--- src/hdl/mlfd_pkg.sv ---
// Package: shared types, constants and segment decode for the meter LCD frame decoder.
package mlfd_pkg;

  localparam int unsigned FRAME_BYTES = 9;
  localparam int unsigned STORE_BYTES = FRAME_BYTES - 1;
  localparam int unsigned IDX_W       = $clog2(FRAME_BYTES);

  localparam logic [7:0] SEG_MASK   = 8'hF7;
  localparam logic [7:0] CHECK_ADD  = 8'd57;
  localparam logic [7:0] MODE_MAX   = 8'd25;
  localparam logic [3:0] DIGIT_NONE = 4'd10;

  localparam logic [7:0] OL_ONES     = 8'h00;
  localparam logic [7:0] OL_TENS     = 8'h27;
  localparam logic [7:0] OL_HUNDREDS = 8'hD7;

  localparam logic [7:0] SEG_TABLE [10] = '{
    8'hD7, 8'h50, 8'hB5, 8'hF1, 8'h72, 8'hE3, 8'hE7, 8'h51, 8'hF7, 8'hF3
  };

  typedef enum logic [3:0] {
    ERR_OK       = 4'd0,
    ERR_MODE     = 4'd1,
    ERR_MISMATCH = 4'd2,
    ERR_UNITS    = 4'd3,
    ERR_MULT     = 4'd4,
    ERR_MINMAX   = 4'd5,
    ERR_POINTS   = 4'd6,
    ERR_RS232    = 4'd7,
    ERR_CHECKSUM = 4'd8
  } err_e;

  typedef enum logic [2:0] {
    UNIT_F       = 3'd0,
    UNIT_OHM     = 3'd1,
    UNIT_A       = 3'd2,
    UNIT_HZ      = 3'd3,
    UNIT_V       = 3'd4,
    UNIT_PERCENT = 3'd5,
    UNIT_UNKNOWN = 3'd6
  } unit_e;

  typedef enum logic [2:0] {
    PRE_NONE  = 3'd0,
    PRE_NANO  = 3'd1,
    PRE_MICRO = 3'd2,
    PRE_MILLI = 3'd3,
    PRE_KILO  = 3'd4,
    PRE_MEGA  = 3'd5
  } prefix_e;

  typedef logic [FRAME_BYTES-1:0][7:0] frame_t;

  typedef struct packed {
    logic        frame_ok;
    err_e        error_code;
    logic [3:0]  digit_thousands;
    logic [3:0]  digit_hundreds;
    logic [3:0]  digit_tens;
    logic [3:0]  digit_ones;
    logic        negative;
    logic [1:0]  decimal_position;
    logic        overload;
    unit_e       unit_code;
    prefix_e     prefix_code;
    logic        ac_mode;
  } result_t;

  function automatic logic [3:0] seg_to_digit(input logic [7:0] b);
    logic [7:0] m;
    logic [3:0] d;
    m = b & SEG_MASK;
    d = DIGIT_NONE;
    for (int n = 9; n >= 0; n--) begin
      if (m == SEG_TABLE[n]) d = 4'(n);
    end
    return d;
  endfunction

endpackage

--- src/hdl/mlfd_collect.sv ---
// Byte collector: frame byte counter, byte store and the registered full frame.
module mlfd_collect import mlfd_pkg::*; (
  input  logic       clk_i,
  input  logic       rst_ni,
  input  logic       in_fire_i,
  input  logic [7:0] frame_byte_i,
  input  logic       frame_start_i,
  input  logic       adv_i,
  output logic       frame_valid_o,
  output frame_t     frame_o
);

  logic [IDX_W-1:0] byte_index_q, byte_index_d;
  logic [IDX_W-1:0] idx_eff;
  logic [7:0]       store_q [STORE_BYTES];
  logic             last_byte;
  logic             frame_valid_q, frame_valid_d;
  frame_t           frame_q, frame_d;

  assign idx_eff   = frame_start_i ? '0 : byte_index_q;
  assign last_byte = (idx_eff == IDX_W'(STORE_BYTES));

  always_comb begin
    byte_index_d  = byte_index_q;
    frame_valid_d = frame_valid_q;
    for (int i = 0; i < STORE_BYTES; i++) begin
      frame_d[i] = store_q[i];
    end
    frame_d[STORE_BYTES] = frame_byte_i;
    if (adv_i) begin
      frame_valid_d = 1'b0;
    end
    if (in_fire_i) begin
      if (last_byte) begin
        byte_index_d  = '0;
        frame_valid_d = 1'b1;
      end else begin
        byte_index_d = idx_eff + IDX_W'(1);
      end
    end
  end

  always_ff @(posedge clk_i or negedge rst_ni) begin
    if (!rst_ni) begin
      byte_index_q  <= '0;
      frame_valid_q <= 1'b0;
    end else begin
      byte_index_q  <= byte_index_d;
      frame_valid_q <= frame_valid_d;
    end
  end

  always_ff @(posedge clk_i) begin
    if (in_fire_i && !last_byte) begin
      store_q[idx_eff[$clog2(STORE_BYTES)-1:0]] <= frame_byte_i;
    end
    if (in_fire_i && last_byte) begin
      frame_q <= frame_d;
    end
  end

  assign frame_valid_o = frame_valid_q;
  assign frame_o       = frame_q;

  a_index_range: assert property (@(posedge clk_i) disable iff (!rst_ni)
    byte_index_q <= IDX_W'(STORE_BYTES))
    else $error("byte index past frame end");

  a_frame_load: assert property (@(posedge clk_i) disable iff (!rst_ni)
    (in_fire_i && last_byte) |=> (frame_valid_q && byte_index_q == '0))
    else $error("ninth byte did not load a frame");

  a_frame_hold: assert property (@(posedge clk_i) disable iff (!rst_ni)
    (frame_valid_q && !adv_i) |=> frame_valid_q)
    else $error("frame dropped before it was passed on");

endmodule

--- src/hdl/mlfd_check.sv ---
// Frame checker and display decoder: one full frame in, one result out.
module mlfd_check import mlfd_pkg::*; (
  input  frame_t  frame_i,
  output result_t result_o
);

  logic [7:0] mode, b1, b2, sum;
  logic [3:0] unit1, unit_all;
  logic [2:0] mult1, mult_all, minmax2, minmax6, dp;
  logic       mode_bad, mis1, req_bad, mis2;
  err_e       err;

  assign mode = frame_i[0];
  assign b1   = frame_i[1];
  assign b2   = frame_i[2];

  assign mode_bad = mode > MODE_MAX;

  assign mis1 =
    (b1[1] && mode != 8'd0 && mode != 8'd1 && mode != 8'd19 && mode != 8'd22) ||
    (b1[2] && (mode < 8'd2 || mode > 8'd7)) ||
    (b1[3] && mode != 8'd9) ||
    (b1[6] && mode != 8'd8) ||
    (b1[7] && (mode < 8'd10 || mode > 8'd12));

  assign unit1 = 4'(b1[1]) + 4'(b1[2]) + 4'(b1[3]) + 4'(b1[6]) + 4'(b1[7]);
  assign mult1 = 3'(b1[0]) + 3'(b1[4]) + 3'(b1[5]);

  always_comb begin
    priority if (mode < 8'd2)  req_bad = !b1[1];
    else if (mode < 8'd8)      req_bad = !b1[2];
    else if (mode < 8'd9)      req_bad = !b1[6];
    else if (mode < 8'd10)     req_bad = !b1[3];
    else if (mode < 8'd13)     req_bad = !b1[7];
    else                       req_bad = 1'b0;
  end

  assign mis2 =
    (b2[2] && mode != 8'd21) ||
    (b2[4] && (mode < 8'd16 || mode > 8'd18)) ||
    (b2[5] && mode != 8'd23);

  assign unit_all = unit1 + 4'(b2[2]) + 4'(b2[4]) + 4'(b2[5]);
  assign mult_all = mult1 + 3'(b2[6]) + 3'(b2[7]);
  assign minmax2  = 3'(b2[0]) + 3'(b2[1]);
  assign minmax6  = minmax2 + 3'(frame_i[6][3]);
  assign dp       = 3'(frame_i[3][3]) + 3'(frame_i[4][3]) + 3'(frame_i[5][3]);

  always_comb begin
    sum = CHECK_ADD;
    for (int i = 0; i < STORE_BYTES; i++) begin
      sum = sum + frame_i[i];
    end
  end

  always_comb begin
    priority if (mode_bad)                  err = ERR_MODE;
    else if (mis1)                          err = ERR_MISMATCH;
    else if (unit1 > 4'd1)                  err = ERR_UNITS;
    else if (mult1 > 3'd1)                  err = ERR_MULT;
    else if (req_bad || mis2)               err = ERR_MISMATCH;
    else if (unit_all > 4'd1)               err = ERR_UNITS;
    else if (mult_all > 3'd1)               err = ERR_MULT;
    else if (minmax2 > 3'd1)                err = ERR_MINMAX;
    else if (dp > 3'd1)                     err = ERR_POINTS;
    else if (minmax6 > 3'd1)                err = ERR_MINMAX;
    else if (!frame_i[7][1])                err = ERR_RS232;
    else if (sum != frame_i[STORE_BYTES])   err = ERR_CHECKSUM;
    else                                    err = ERR_OK;
  end

  always_comb begin
    result_o.frame_ok        = (err == ERR_OK);
    result_o.error_code      = err;
    result_o.digit_thousands = seg_to_digit(frame_i[6]);
    result_o.digit_hundreds  = seg_to_digit(frame_i[5]);
    result_o.digit_tens      = seg_to_digit(frame_i[4]);
    result_o.digit_ones      = seg_to_digit(frame_i[3]);
    result_o.negative        = frame_i[7][3];
    result_o.ac_mode         = frame_i[7][2];
    result_o.overload        = ((frame_i[3] & SEG_MASK) == OL_ONES) &&
                               ((frame_i[4] & SEG_MASK) == OL_TENS) &&
                               ((frame_i[5] & SEG_MASK) == OL_HUNDREDS);

    priority if (frame_i[3][3]) result_o.decimal_position = 2'd3;
    else if (frame_i[4][3])     result_o.decimal_position = 2'd2;
    else if (frame_i[5][3])     result_o.decimal_position = 2'd1;
    else                        result_o.decimal_position = 2'd0;

    priority if (b1[3]) result_o.unit_code = UNIT_F;
    else if (b1[6])     result_o.unit_code = UNIT_OHM;
    else if (b1[2])     result_o.unit_code = UNIT_A;
    else if (b1[7])     result_o.unit_code = UNIT_HZ;
    else if (b1[1])     result_o.unit_code = UNIT_V;
    else if (b2[7])     result_o.unit_code = UNIT_PERCENT;
    else                result_o.unit_code = UNIT_UNKNOWN;

    priority if (b2[6]) result_o.prefix_code = PRE_NANO;
    else if (b2[7])     result_o.prefix_code = PRE_MICRO;
    else if (b1[0])     result_o.prefix_code = PRE_MILLI;
    else if (b1[5])     result_o.prefix_code = PRE_KILO;
    else if (b1[4])     result_o.prefix_code = PRE_MEGA;
    else                result_o.prefix_code = PRE_NONE;
  end

endmodule

--- src/hdl/multimeter_lcd_frame_decoder.sv ---
// Top level: meter LCD frame decoder with byte input and one result per frame.
//
// Input channel (in_valid_i/in_ready_o) carries one frame byte per item with
// frame_start_i marking byte 0; a start drops any partial frame. Every ninth
// byte of a frame completes it and yields one result item on the output
// channel (out_valid_o/out_ready_i); other bytes yield nothing.
// Throughput: one byte per cycle, sustained, while results are taken.
// The edge that accepts the ninth byte loads the frame register; the result
// register then loads from the check and decode logic once the output
// channel is free.
// The frame register and the result register form a two-deep pipeline; when
// the receiver stalls, the result holds and the frame register stays full,
// and in_ready_o drops only once both are occupied.
// Reset clears the byte counter and both valid flags; the byte store is not
// cleared, since every frame writes bytes 0 to 7 before its check byte.
module multimeter_lcd_frame_decoder import mlfd_pkg::*; (
  input  logic       clk_i,
  input  logic       rst_ni,
  input  logic       in_valid_i,
  output logic       in_ready_o,
  input  logic [7:0] frame_byte_i,
  input  logic       frame_start_i,
  output logic       out_valid_o,
  input  logic       out_ready_i,
  output logic       frame_ok_o,
  output logic [3:0] error_code_o,
  output logic [3:0] digit_thousands_o,
  output logic [3:0] digit_hundreds_o,
  output logic [3:0] digit_tens_o,
  output logic [3:0] digit_ones_o,
  output logic       negative_o,
  output logic [1:0] decimal_position_o,
  output logic       overload_o,
  output logic [2:0] unit_code_o,
  output logic [2:0] prefix_code_o,
  output logic       ac_mode_o
);

  logic    out_free, frame_valid, adv, in_fire;
  logic    out_valid_q;
  frame_t  frame;
  result_t res, res_q;

  assign out_free   = !out_valid_q || out_ready_i;
  assign adv        = frame_valid && out_free;
  assign in_ready_o = !frame_valid || out_free;
  assign in_fire    = in_valid_i && in_ready_o;

  mlfd_collect u_collect (
    .clk_i,
    .rst_ni,
    .in_fire_i     (in_fire),
    .frame_byte_i,
    .frame_start_i,
    .adv_i         (adv),
    .frame_valid_o (frame_valid),
    .frame_o       (frame)
  );

  mlfd_check u_check (
    .frame_i  (frame),
    .result_o (res)
  );

  always_ff @(posedge clk_i or negedge rst_ni) begin
    if (!rst_ni) begin
      out_valid_q <= 1'b0;
    end else if (out_free) begin
      out_valid_q <= frame_valid;
    end
  end

  always_ff @(posedge clk_i) begin
    if (adv) begin
      res_q <= res;
    end
  end

  assign out_valid_o        = out_valid_q;
  assign frame_ok_o         = res_q.frame_ok;
  assign error_code_o       = res_q.error_code;
  assign digit_thousands_o  = res_q.digit_thousands;
  assign digit_hundreds_o   = res_q.digit_hundreds;
  assign digit_tens_o       = res_q.digit_tens;
  assign digit_ones_o       = res_q.digit_ones;
  assign negative_o         = res_q.negative;
  assign decimal_position_o = res_q.decimal_position;
  assign overload_o         = res_q.overload;
  assign unit_code_o        = res_q.unit_code;
  assign prefix_code_o      = res_q.prefix_code;
  assign ac_mode_o          = res_q.ac_mode;

  a_ok_matches_code: assert property (@(posedge clk_i) disable iff (!rst_ni)
    out_valid_q |-> (res_q.frame_ok == (res_q.error_code == ERR_OK)))
    else $error("frame_ok disagrees with error code");

  a_full_blocks_input: assert property (@(posedge clk_i) disable iff (!rst_ni)
    (frame_valid && out_valid_q && !out_ready_i) |-> !in_ready_o)
    else $error("input accepted with pipeline full");

  a_out_hold: assert property (@(posedge clk_i) disable iff (!rst_ni)
    (out_valid_q && !out_ready_i) |=> (out_valid_q && $stable(res_q)))
    else $error("result changed while stalled");

endmodule
--- config.mk ---
export PLATFORM = sky130hd
export DESIGN_NAME = multimeter_lcd_frame_decoder
export DESIGN_NICKNAME = d
export VERILOG_FILES = /design/src/hdl/mlfd_pkg.sv /design/src/hdl/mlfd_collect.sv /design/src/hdl/mlfd_check.sv /design/src/hdl/multimeter_lcd_frame_decoder.sv
export SDC_FILE = /design/constraint.sdc
export NUM_CORES = 1
export LEC_CHECK = 0
export BUFFER_PORTS_ARGS = -buffer_cell sky130_fd_sc_hd__buf_2
export CAP_MARGIN = 0
export CORE_MARGIN = 2
export CORE_UTILIZATION = 25
export CTS_BUF_LIST = sky130_fd_sc_hd__clkbuf_4
export CTS_CLUSTER_SIZE = 30
export DETAILED_ROUTE_END_ITERATION = 8
export PLACE_DENSITY_LB_ADDON = 0.15
export RECOVER_POWER = 50
export SYNTH_ARGS = -nofsm -noshare
export SYNTH_HDL_FRONTEND = slang
export SYNTH_SLANG_ARGS = --single-unit
export TNS_END_PERCENT = 50
--- constraint.sdc ---
create_clock -name clk_i -period 10.7 [get_ports clk_i]
set_clock_uncertainty 0.2 [all_clocks]
set_input_delay 2.14 -clock clk_i [delete_from_list [all_inputs] [get_ports clk_i]]
set_output_delay 2.14 -clock clk_i [all_outputs]
set_load 0.02 [all_outputs]
==> results by group, run 1 <==
Outcome
  – Outcome: finished, violations left
  – Failing checks: max-capacitance violations, max-slew violations

Clocking
  – Clk root buf: clkbuf_4
  – Clock Pin Slew Worst Setup and Hold Paths: 170 ps
  – Post-CTS Resized: 0
  – Clk Latency, worst-skew pair: 600 ps
  – Clock Sinks: 174
  – Post-CTS Setup Repair Bufs: 0
  – Bufs on Longest Clock Path: 2
  – Num CTS Buffers: 17
  – Hold-fix buffers at CTS: 0
  – H-tree lvl count: 4
  – CTS tree: built

Pwr
  – Pleak: 3.354 nW
  – Comb power frac: 7.2%
  – Clk pwr share: 31.8%
  – Sequential power share: 61.0%
  – Sw Pwr: 0.0003396 W
  – Power per cell area: 134.5 nW/um^2
  – Int Pwr: 0.0009265 W
  – Switching Share: 26.82%
  – Worst VDD drop: 49.96 uV

Route
  – Avg WL per Cell: 17.51 um
  – Pre-antenna DRT Iters: 4
  – ANT nets after route: 0
  – Avg Vias per Cell: 4.312
  – Via Count: 4,739
  – Drt drc: 0
  – Total wire length: 19.24 mm
  – Iter 0 DRT Violations: 322

Synthesis
  – Seq/Total Area, Yosys: 62.49%
  – Synth warn: 0
  – Post-Synthesis Cells: 581
  – Register bit total from synthesis: 174
  – Syn_nets: 665
  – Synth Flop Type: edfxtp_1
  – Mapped Area: 8313 um^2
  – Post-synth EDFFs: 168
  – Syn_area_per_cell: 14.31 um^2
  – Async SR Flop Fraction: 3.448%
  – Number of library cell types mapped by synthesis: 55

Global routing
  – Gr ovfl total: 0
  – GR Util All Layers: 11.51%
  – Global-route wire length before repair: 29.44 mm
  – Largest net degree at the start of global routing: 73
  – Initial antenna violation count: 1
  – Vias in the first global route: 5,065

STA
  – Final setup fails: 0
  – Post-layout min period: 5080 ps
  – Post-route setup slack: 5620 ps
  – Max Slew Vio Count: 33
  – Max Clock Freq: 196.9 MHz
  – Worst slew margin: -75.55%
  – RSZ-0062 raised after global routing: false
  – Setup TNS: 0 ps
  – Final Hold Fails: 0
  – Part of the cycle the worst path needs: 47.48%
  – Slew @ Worst Pin: 2632 ps

Cells and area
  – Multi-input logic area: 2844 um^2
  – Area Overhead vs Synth: 13.20%
  – Sequential cell area in the final layout: 5195 um^2
  – # fillers: 3,304
  – Final net count: 727
  – Layout cell share with drive strength beyond 1: 12.04%

Floorplanning
  – Die Y-Extent: 186.4 um
  – Core box area: 32,620 um^2
  – Total die area: 34,730 um^2
  – Rows: 66
  – # IOs: 47
  – Die X: 186.4 um
  – Initial Util: 25.49%

Worst setup path
  – Worst setup EP type: register
  – Crit Path Max Fanout: 9
  – Critical Path Start Type: register
  – Crit Path Category: reg -> reg
  – Arr. time, crit path: 5320 ps
  – CP required: 10,940 ps

Min path
  – Hold WC Path Type: reg -> reg

Place
  – Setup WS pre-CTS: 5638 ps
  – IO buf count: 46
  – RePlAce Congestion: 0.8019
  – Dpl hpwl: 13.87 mm

Run
  – Number of max-cap violations: 1
[worst paths after layout]
path                                         start                         to  slack [ps]  depth (start not counted)
setup / recovery              u_collect.frame_o[2]                 frame_ok_o        5620                         14
hold / removal             u_collect.store_q[1][2]      u_collect.frame_o[10]         220                          0
setup reg to reg              u_collect.frame_o[2]                 frame_ok_o        5620                         14
hold reg to reg            u_collect.store_q[1][2]      u_collect.frame_o[10]         220                          0
max in group asynchronous                   rst_ni  u_collect.byte_index_q[0]        8870                          1
min in group asynchronous                   rst_ni  u_collect.byte_index_q[3]        1180                          1
[cell usage after synthesis (5+ instances only)]
cell	n	area [um^2]
fa_1	44	880.8
o21ai_0	12	60.06
nor2b_1	7	43.79
nor3b_1	5	37.54
nand2b_1	10	62.56
xor2_1	7	61.31
nor3_1	17	85.08
a21oi_1	26	130.1
edfxtp_1	168	5045
nand4_1	9	56.30
clkbuf_1	5	18.77
mux2i_1	6	60.06
dfrtp_1	6	150.1
xnor2_1	24	210.2
nand2_1	31	116.4
ha_1	27	337.8
nor2_1	36	135.1
inv_1	70	262.8
nand3_1	7	35.03
[critical path, cell delays in order (launching register included)]
cell and delay [ps]:
edfxtp_1 560, fa_1 580, inv_1 60, fa_1 510
fa_1 530, fa_1 550, inv_1 40, ha_1 200
inv_1 70, fa_1 420, xor2_1 140, nand4_1 110
or4_1 530, o2111a_1 280, nor4_2 130
[final cells by class]
type,count,share of cell area (%)
clock inverters,15,1.888
clock buffers,17,1.356
inverters,70,2.792
repair buffers,50,2.633
flip-flops and latches,174,55.21
diodes,1,0.02659
multi-input cells,330,30.22
well taps,442,5.877
[per-stage QoR]
| step | cells | hold slack (ps) | cell area [um^2] | power [W] | utilization, % |
|---|---|---|---|---|---|
| after global placement | 1066 | 200.9 | 9116 | 0.0008809 | 27.95 |
| after CTS | 1098 | 215.6 | 9422 | 0.001290 | 28.88 |
| after floorplan | 581 | 200.3 | 8313 | 0.0008472 | - |
| after detailed placement | 1066 | 204.5 | 9116 | 0.0008827 | 27.95 |
| after global routing | 1099 | 230.2 | 9410 | 0.001325 | 28.85 |
| final | 1099 | 217.2 | 9410 | 0.001266 | 28.85 |
[sequential cells by signal, indices dropped and copies added (netlist names), 4 cells and up]
signal / flops
u_collect.store_q: 64
digit_hundreds_o: 4
error_code_o: 4
digit_tens_o: 4
u_collect.frame_o: 72
digit_ones_o: 4
digit_thousands_o: 4
u_collect.byte_index_q: 4
[layout by cell type (no fill, tap or decap), types with 7 or more instances in the layout]
master	count
nand3_1	7
clkbuf_1	10
nor2_1	35
ha_1	27
nand2_1	31
edfxtp_1	168
fa_1	44
buf_2	36
clkbuf_4	17
nor3_1	16
o21ai_0	12
nand2b_1	10
nand4_1	9
inv_1	70
xor2_1	7
xnor2_1	24
nor2b_1	7
a21oi_1	26
[kinds of logic (layout without fill, tap and decap cells)]
kind of cell | after synthesis | in the layout | synth area share (%)
AOI/OAI and AO/OA | 69 | 69 | 5.464
xor gates and xnor gates | 31 | 31 | 3.266
adders and majority gates | 71 | 71 | 14.66
buffers and inverters | 77 | 152 | 3.507
DFF | 174 | 174 | 62.49
muxes | 6 | 6 | 0.7225
other | 0 | 1 | 0
and+or+nand+nor | 153 | 153 | 9.889
[routing by layer]
metal | track usage, % | share of wire, %
met5 | 0 | 0
met4 | 4.985 | 2.9
met3 | 2.915 | 4.0
met2 | 18.58 | 48
met1 | 14.66 | 45
[power groups by stage]
stage	sequential [W]	clock [W]	combinational (W)
2_1_floorplan	0.000784	0	0.0000636
3_3_place_gp	0.000787	0	0.0000936
3_5_place_dp	0.000788	0	0.0000946
4_1_cts	0.000773	0.000422	0.0000950
5_1_grt	0.000775	0.000446	0.000103
6_report	0.000773	0.000402	0.0000910
Note: power is estimated with default switching activity, not from simulation.
==> run 2: changes to the inputs <==
Clock period 10.7 ns to 5.15 ns, I/O delays scaled along.
==> results by group, run 2 (synthesis gave the netlist of run 1 again) <==
Cells and area
  – Area Overhead vs Synth: 13.67%
  – Layout cell share with drive strength beyond 1: 11.80%
  – Max FFs per register: 72
  – Most common cell after layout, fill and taps aside: edfxtp_1
  – # fillers: 3,311
  – Sequential cell area in the final layout: 5195 um^2
  – Non-filler cells, final: 1,104
  – Most frequent cells in the layout: edfxtp_1 (168), inv_1 (70), fa_1 (44), buf_2 (36), nor2_1 (35)
  – Final net count: 732
  – Multi-input logic area: 2844 um^2

Worst setup path
  – Most used cell, CP: fa_1
  – Worst-path cell chain: fa_1 -> inv_1 -> fa_1 -> fa_1 -> fa_1 -> inv_1 -> ha_1 -> inv_1 -> fa_1 -> xor2_1 -> nand4_1 -> or4_1 -> o2111a_1 -> nor4_2
  – R2r worst-path depth: 14
  – CP max stage cell: fa_1
  – Worst setup EP type: register
  – Slowest stage delay, CP: 550 ps
  – CP required: 5360 ps
  – Reg2reg start: u_collect.frame_o[34]
  – Crit Path Category: reg -> reg
  – CP startpoint: u_collect.frame_o[34]
  – Critical Path Start Type: register
  – Crit Path Max Fanout: 7
  – Arr. time, crit path: 5140 ps

Outcome
  – Outcome: finished, violations left
  – Failing checks: max-capacitance violations, max-slew violations

STA
  – Max Clock Freq: 202.9 MHz
  – Slew @ Worst Pin: 2613 ps
  – Final Hold Fails: 0
  – Worst slew margin: -74.32%
  – Part of the cycle the worst path needs: 95.70%
  – Max Slew Vio Count: 33
  – Post-layout min period: 4929 ps
  – RSZ-0062 raised after global routing: false
  – Final setup fails: 0
  – Setup TNS: 0 ps

Global routing
  – GR Util All Layers: 11.42%
  – Global-route wire length before repair: 29.42 mm
  – Vias in the first global route: 4,956
  – Gr ovfl total: 0
  – Initial antenna violation count: 2
  – Largest net degree at the start of global routing: 73

Floorplanning
  – Initial Util: 25.49%
  – Core box area: 32,620 um^2
  – Total die area: 34,730 um^2
  – Rows: 66
  – Die Y-Extent: 186.4 um
  – # IOs: 47
  – Die X: 186.4 um

Clocking
  – Post-CTS Resized: 0
  – Clk Latency, worst-skew pair: 570 ps
  – H-tree lvl count: 4
  – Clock Sinks: 174
  – CTS tree: built
  – Bufs on Longest Clock Path: 2
  – Clock Pin Slew Worst Setup and Hold Paths: 150 ps
  – Num CTS Buffers: 17
  – Clk root buf: clkbuf_4

Pwr
  – Worst VDD drop: 135.7 uV
  – Power per cell area: 280.6 nW/um^2
  – Pleak: 3.375 nW

Route
  – Avg Vias per Cell: 4.321
  – ANT nets after route: 0
  – Total wire length: 19.37 mm
  – Iter 0 DRT Violations: 303
  – Avg WL per Cell: 17.54 um
  – Drt drc: 0
  – Pre-antenna DRT Iters: 4
  – Via Count: 4,770

Run
  – Number of max-cap violations: 1

Place
  – # placed instances: 1,070
  – IO buf count: 46
  – Dpl hpwl: 14.06 mm
  – RePlAce Congestion: 0.8086

Min path
  – Hold WC Path Type: reg -> reg
  – WHS Path Cells: 0
  – Min-delay src: u_collect.store_q[3][4]
==> run 2: cell count changes in the layout (fill, tap and decap cells not counted), sizes merged <==
cell,before,now
clkbuf,27,29
inv,76,75
dlygate4sd3,0,1
bufinv,1,3
buf,40,42
clkinvlp,1,0
==> run 2: final timing paths <==
| path | end | slack (ps) |
|---|---|---|
| hold reg to reg | u_collect.frame_o[28] | 220 |
| max in group asynchronous | u_collect.byte_index_q[2] | 3860 |
| hold / removal | u_collect.frame_o[28] | 220 |
| setup / recovery | frame_ok_o | 220 |
| min in group asynchronous | u_collect.byte_index_q[1] | 640 |
| setup reg to reg | frame_ok_o | 220 |
==> run 2: per-layer routing <==
layer / GRT usage (%) / vias to the layer above / part of all wire, %
li1: - / 2233 / -
met1: 14.15 / 2380 / 45
met2: 19.52 / 138 / 49
met3: 2.821 / 19 / 3.9
met4: 3.692 / 0 / 2.0
met5: 0 / - / 0
==> run 2: final cells by class <==
type | count | share of cell area, %
Sequential cell | 174 | 54.98
Multi-Input combinational cell | 330 | 30.10
Clock inverter | 15 | 1.947
Antenna cell | 1 | 0.02648
Timing Repair Buffer | 55 | 2.966
Clock buffer | 17 | 1.351
Inverter | 70 | 2.781
Tap cell | 442 | 5.853
==> run 2: critical path: cells and delay by family (launching register included) <==
family	cells	cell delay [ps]
AOI/OAI and AO/OA	1	280
adders and majority gates	6	2700
buffers and inverters	3	170
xor gates and xnor gates	1	140
and+or+nand+nor	3	750
DFF	1	530
==> run 2: power by group <==
group / internal (W) / total [W] / switching [W]
clock network: 0.000345 / 0.000856 / 0.000511
registers: 0.00158 / 0.00161 / 0.0000234
logic: 0.0000751 / 0.000190 / 0.000115
==> run 2: timing repair <==
action | CTS | global route
hold endpoints to repair | 0 | 6
hold buffers | 0 | 1
setup buffers | 0 | 0
==> run 2: per-stage QoR <==
| step | hold WS [ps] | setup slack [ps] | utilization [%] | total power (W) | instance area [um^2] |
|---|---|---|---|---|---|
| final | 216.3 | 221.3 | 28.97 | 0.002652 | 9449 |
| after global routing | 224.8 | 28.01 | 28.97 | 0.002778 | 9449 |
| after CTS | 7.946 | 185.3 | 28.99 | 0.002693 | 9458 |
| after detailed placement | 204.5 | 222.9 | 28.04 | 0.001835 | 9146 |
| after global placement | 201.1 | 268.9 | 28.04 | 0.001832 | 9146 |
| after floorplan | 200.3 | 383.3 | - | 0.001760 | 8315 |
==> run 3: changes to the inputs <==
--- a/config.mk
+++ b/config.mk
@@ -15,3 +15,2 @@
 export PLACE_DENSITY_LB_ADDON = 0.15
-export RECOVER_POWER = 50
 export SYNTH_ARGS = -nofsm -noshare
--- a/constraint.sdc
+++ b/constraint.sdc
@@ -4,2 +4,2 @@
 set_output_delay 1.03 -clock clk_i [all_outputs]
-set_load 0.02 [all_outputs]
+set_load 0.05 [all_outputs]
==> results by group, run 3 (synthesis gave the netlist of run 1 again) <==
Outcome
  – Outcome: finished clean

Floorplanning
  – Total die area: 34,730 um^2
  – Core box area: 32,620 um^2
  – # IOs: 47
  – Rows: 66
  – Initial Util: 25.49%
  – Die Y-Extent: 186.4 um
  – Die X: 186.4 um

Route
  – Top routing layer used: met5
  – Wl on met1: 8.744 mm
  – Drt drc: 0
  – DR WL met2: 9.478 mm
  – Total wire length: 19.35 mm
  – Met3 wire length: 713 um
  – ANT nets after route: 0
  – Via Count: 4,757
  – Pre-antenna DRT Iters: 5
  – Avg WL per Cell: 17.53 um
  – Avg Vias per Cell: 4.309
  – Iter 0 DRT Violations: 333

Worst setup path
  – CP startpoint: u_collect.frame_o[34]
  – Setup slack, reg-to-reg: 220 ps
  – Critical Path Start Type: register
  – Reg2reg start: u_collect.frame_o[34]
  – RR Endpoint: frame_ok_o
  – Arr. time, crit path: 5140 ps
  – CP required: 5360 ps
  – Crit Path Max Fanout: 7
  – R2r worst-path depth: 14
  – Worst setup EP type: register
  – Crit Path Category: reg -> reg

STA
  – Setup TNS: 0 ps
  – Worst slew margin: 32.68%
  – Max Clock Freq: 202.7 MHz
  – Slew @ Worst Pin: 1010 ps
  – RSZ-0062 raised after global routing: false
  – Final Hold Fails: 0
  – Max Slew Vio Count: 0
  – Final setup fails: 0
  – Post-layout min period: 4932 ps
  – Part of the cycle the worst path needs: 95.77%
  – Post-route setup slack: 217.6 ps

Global routing
  – Largest net degree at the start of global routing: 73
  – Initial antenna violation count: 4
  – GR Util All Layers: 11.42%
  – Global-route wire length before repair: 29.42 mm
  – Gr ovfl total: 0
  – Vias in the first global route: 4,956

Clocking
  – CTS tree: built
  – Clock Sinks: 174
  – Post-CTS Setup Repair Bufs: 0
  – Bufs on Longest Clock Path: 2
  – Clk root buf: clkbuf_4
  – Clk Latency, worst-skew pair: 570 ps
  – Clock Pin Slew Worst Setup and Hold Paths: 150 ps
  – H-tree lvl count: 4
  – Num CTS Buffers: 17

Cells and area
  – Area Overhead vs Synth: 13.92%
  – Max FFs per register: 72
  – Most frequent cells in the layout: edfxtp_1 (168), inv_1 (70), buf_2 (46), fa_1 (44), nor2_1 (35)
  – Final net count: 732
  – Layout cell share with drive strength beyond 1: 13.77%
  – Most common cell after layout, fill and taps aside: edfxtp_1

Min path
  – Hold WC Path Type: reg -> reg
  – Min-delay src: u_collect.store_q[3][4]
  – WHS Path Cells: 0
  – Hold Path Sink: u_collect.frame_o[28]

Place
  – IO buf count: 46
  – Setup WS pre-CTS: 222.9 ps
  – Dpl hpwl: 14.06 mm
  – RePlAce Congestion: 0.8086

Pwr
  – Pleak: 3.411 nW
  – Worst VDD drop: 135.9 uV
  – Power per cell area: 280.6 nW/um^2

Run
  – Number of max-cap violations: 0
[run 3: layout make-up]
cell class	instances	area, um^2
Antenna cell	1	2.502
Clock buffer	17	127.6
Clock inverter	15	183.9
Fill cell	3306	23150
Inverter	70	262.8
Multi-Input combinational cell	330	2845
Sequential cell	174	5195
Tap cell	442	553.0
Timing Repair Buffer	55	300.3
[run 3: worst max-delay path by stage]
stage / endpoint / slack (ps) / cells after the start
2_1_floorplan: frame_ok_o / 380 / 14
3_3_place_gp: frame_ok_o / 270 / 14
3_5_place_dp: frame_ok_o / 220 / 14
4_1_cts: frame_ok_o / 190 / 14
5_1_grt: frame_ok_o / 30 / 14
6_report: frame_ok_o / 220 / 14
[run 3: layer usage]
metal | vias up | global-route usage [%]
met5 | - | 0
met3 | 25 | 2.821
met1 | 2366 | 14.15
met4 | 4 | 3.692
met2 | 130 | 19.52
li1 | 2232 | -
[run 3: critical path, stage by stage, from the launching register on]
cell,delay [ps]
edfxtp_1,530
fa_1,550
inv_1,60
fa_1,460
fa_1,520
fa_1,550
inv_1,40
ha_1,200
inv_1,70
fa_1,420
xor2_1,140
nand4_1,90
or4_1,530
o2111a_1,280
nor4_2,130
[run 3: metrics by stage]
stage	cell area, um^2	power (W)	hold slack [ps]	util, %	std cells
floorplan	8315	0.001764	200.3	-	581
global placement	9146	0.001837	201.1	28.04	1070
detailed placement	9146	0.001840	204.5	28.04	1070
CTS	9458	0.002697	7.946	28.99	1102
global route	9470	0.002783	224.8	29.03	1104
finish	9470	0.002657	215.7	29.03	1104
[run 3: what timing repair did]
action | 4_1_cts | 5_1_grt
resized for setup | 0 | 0
hold endpoints to repair | 0 | 6
hold buffers | 0 | 1
[run 3: power breakdown]
| part | total [W] | leakage (nW) | switching, W | internal (W) |
|---|---|---|---|---|
| combinational | 0.000196 | 1.64 | 0.000120 | 0.0000766 |
| sequential | 0.00161 | 1.60 | 0.0000234 | 0.00158 |
| clock | 0.000856 | 0.167 | 0.000511 | 0.000345 |
| total | 0.00266 | 3.41 | 0.000654 | 0.00200 |
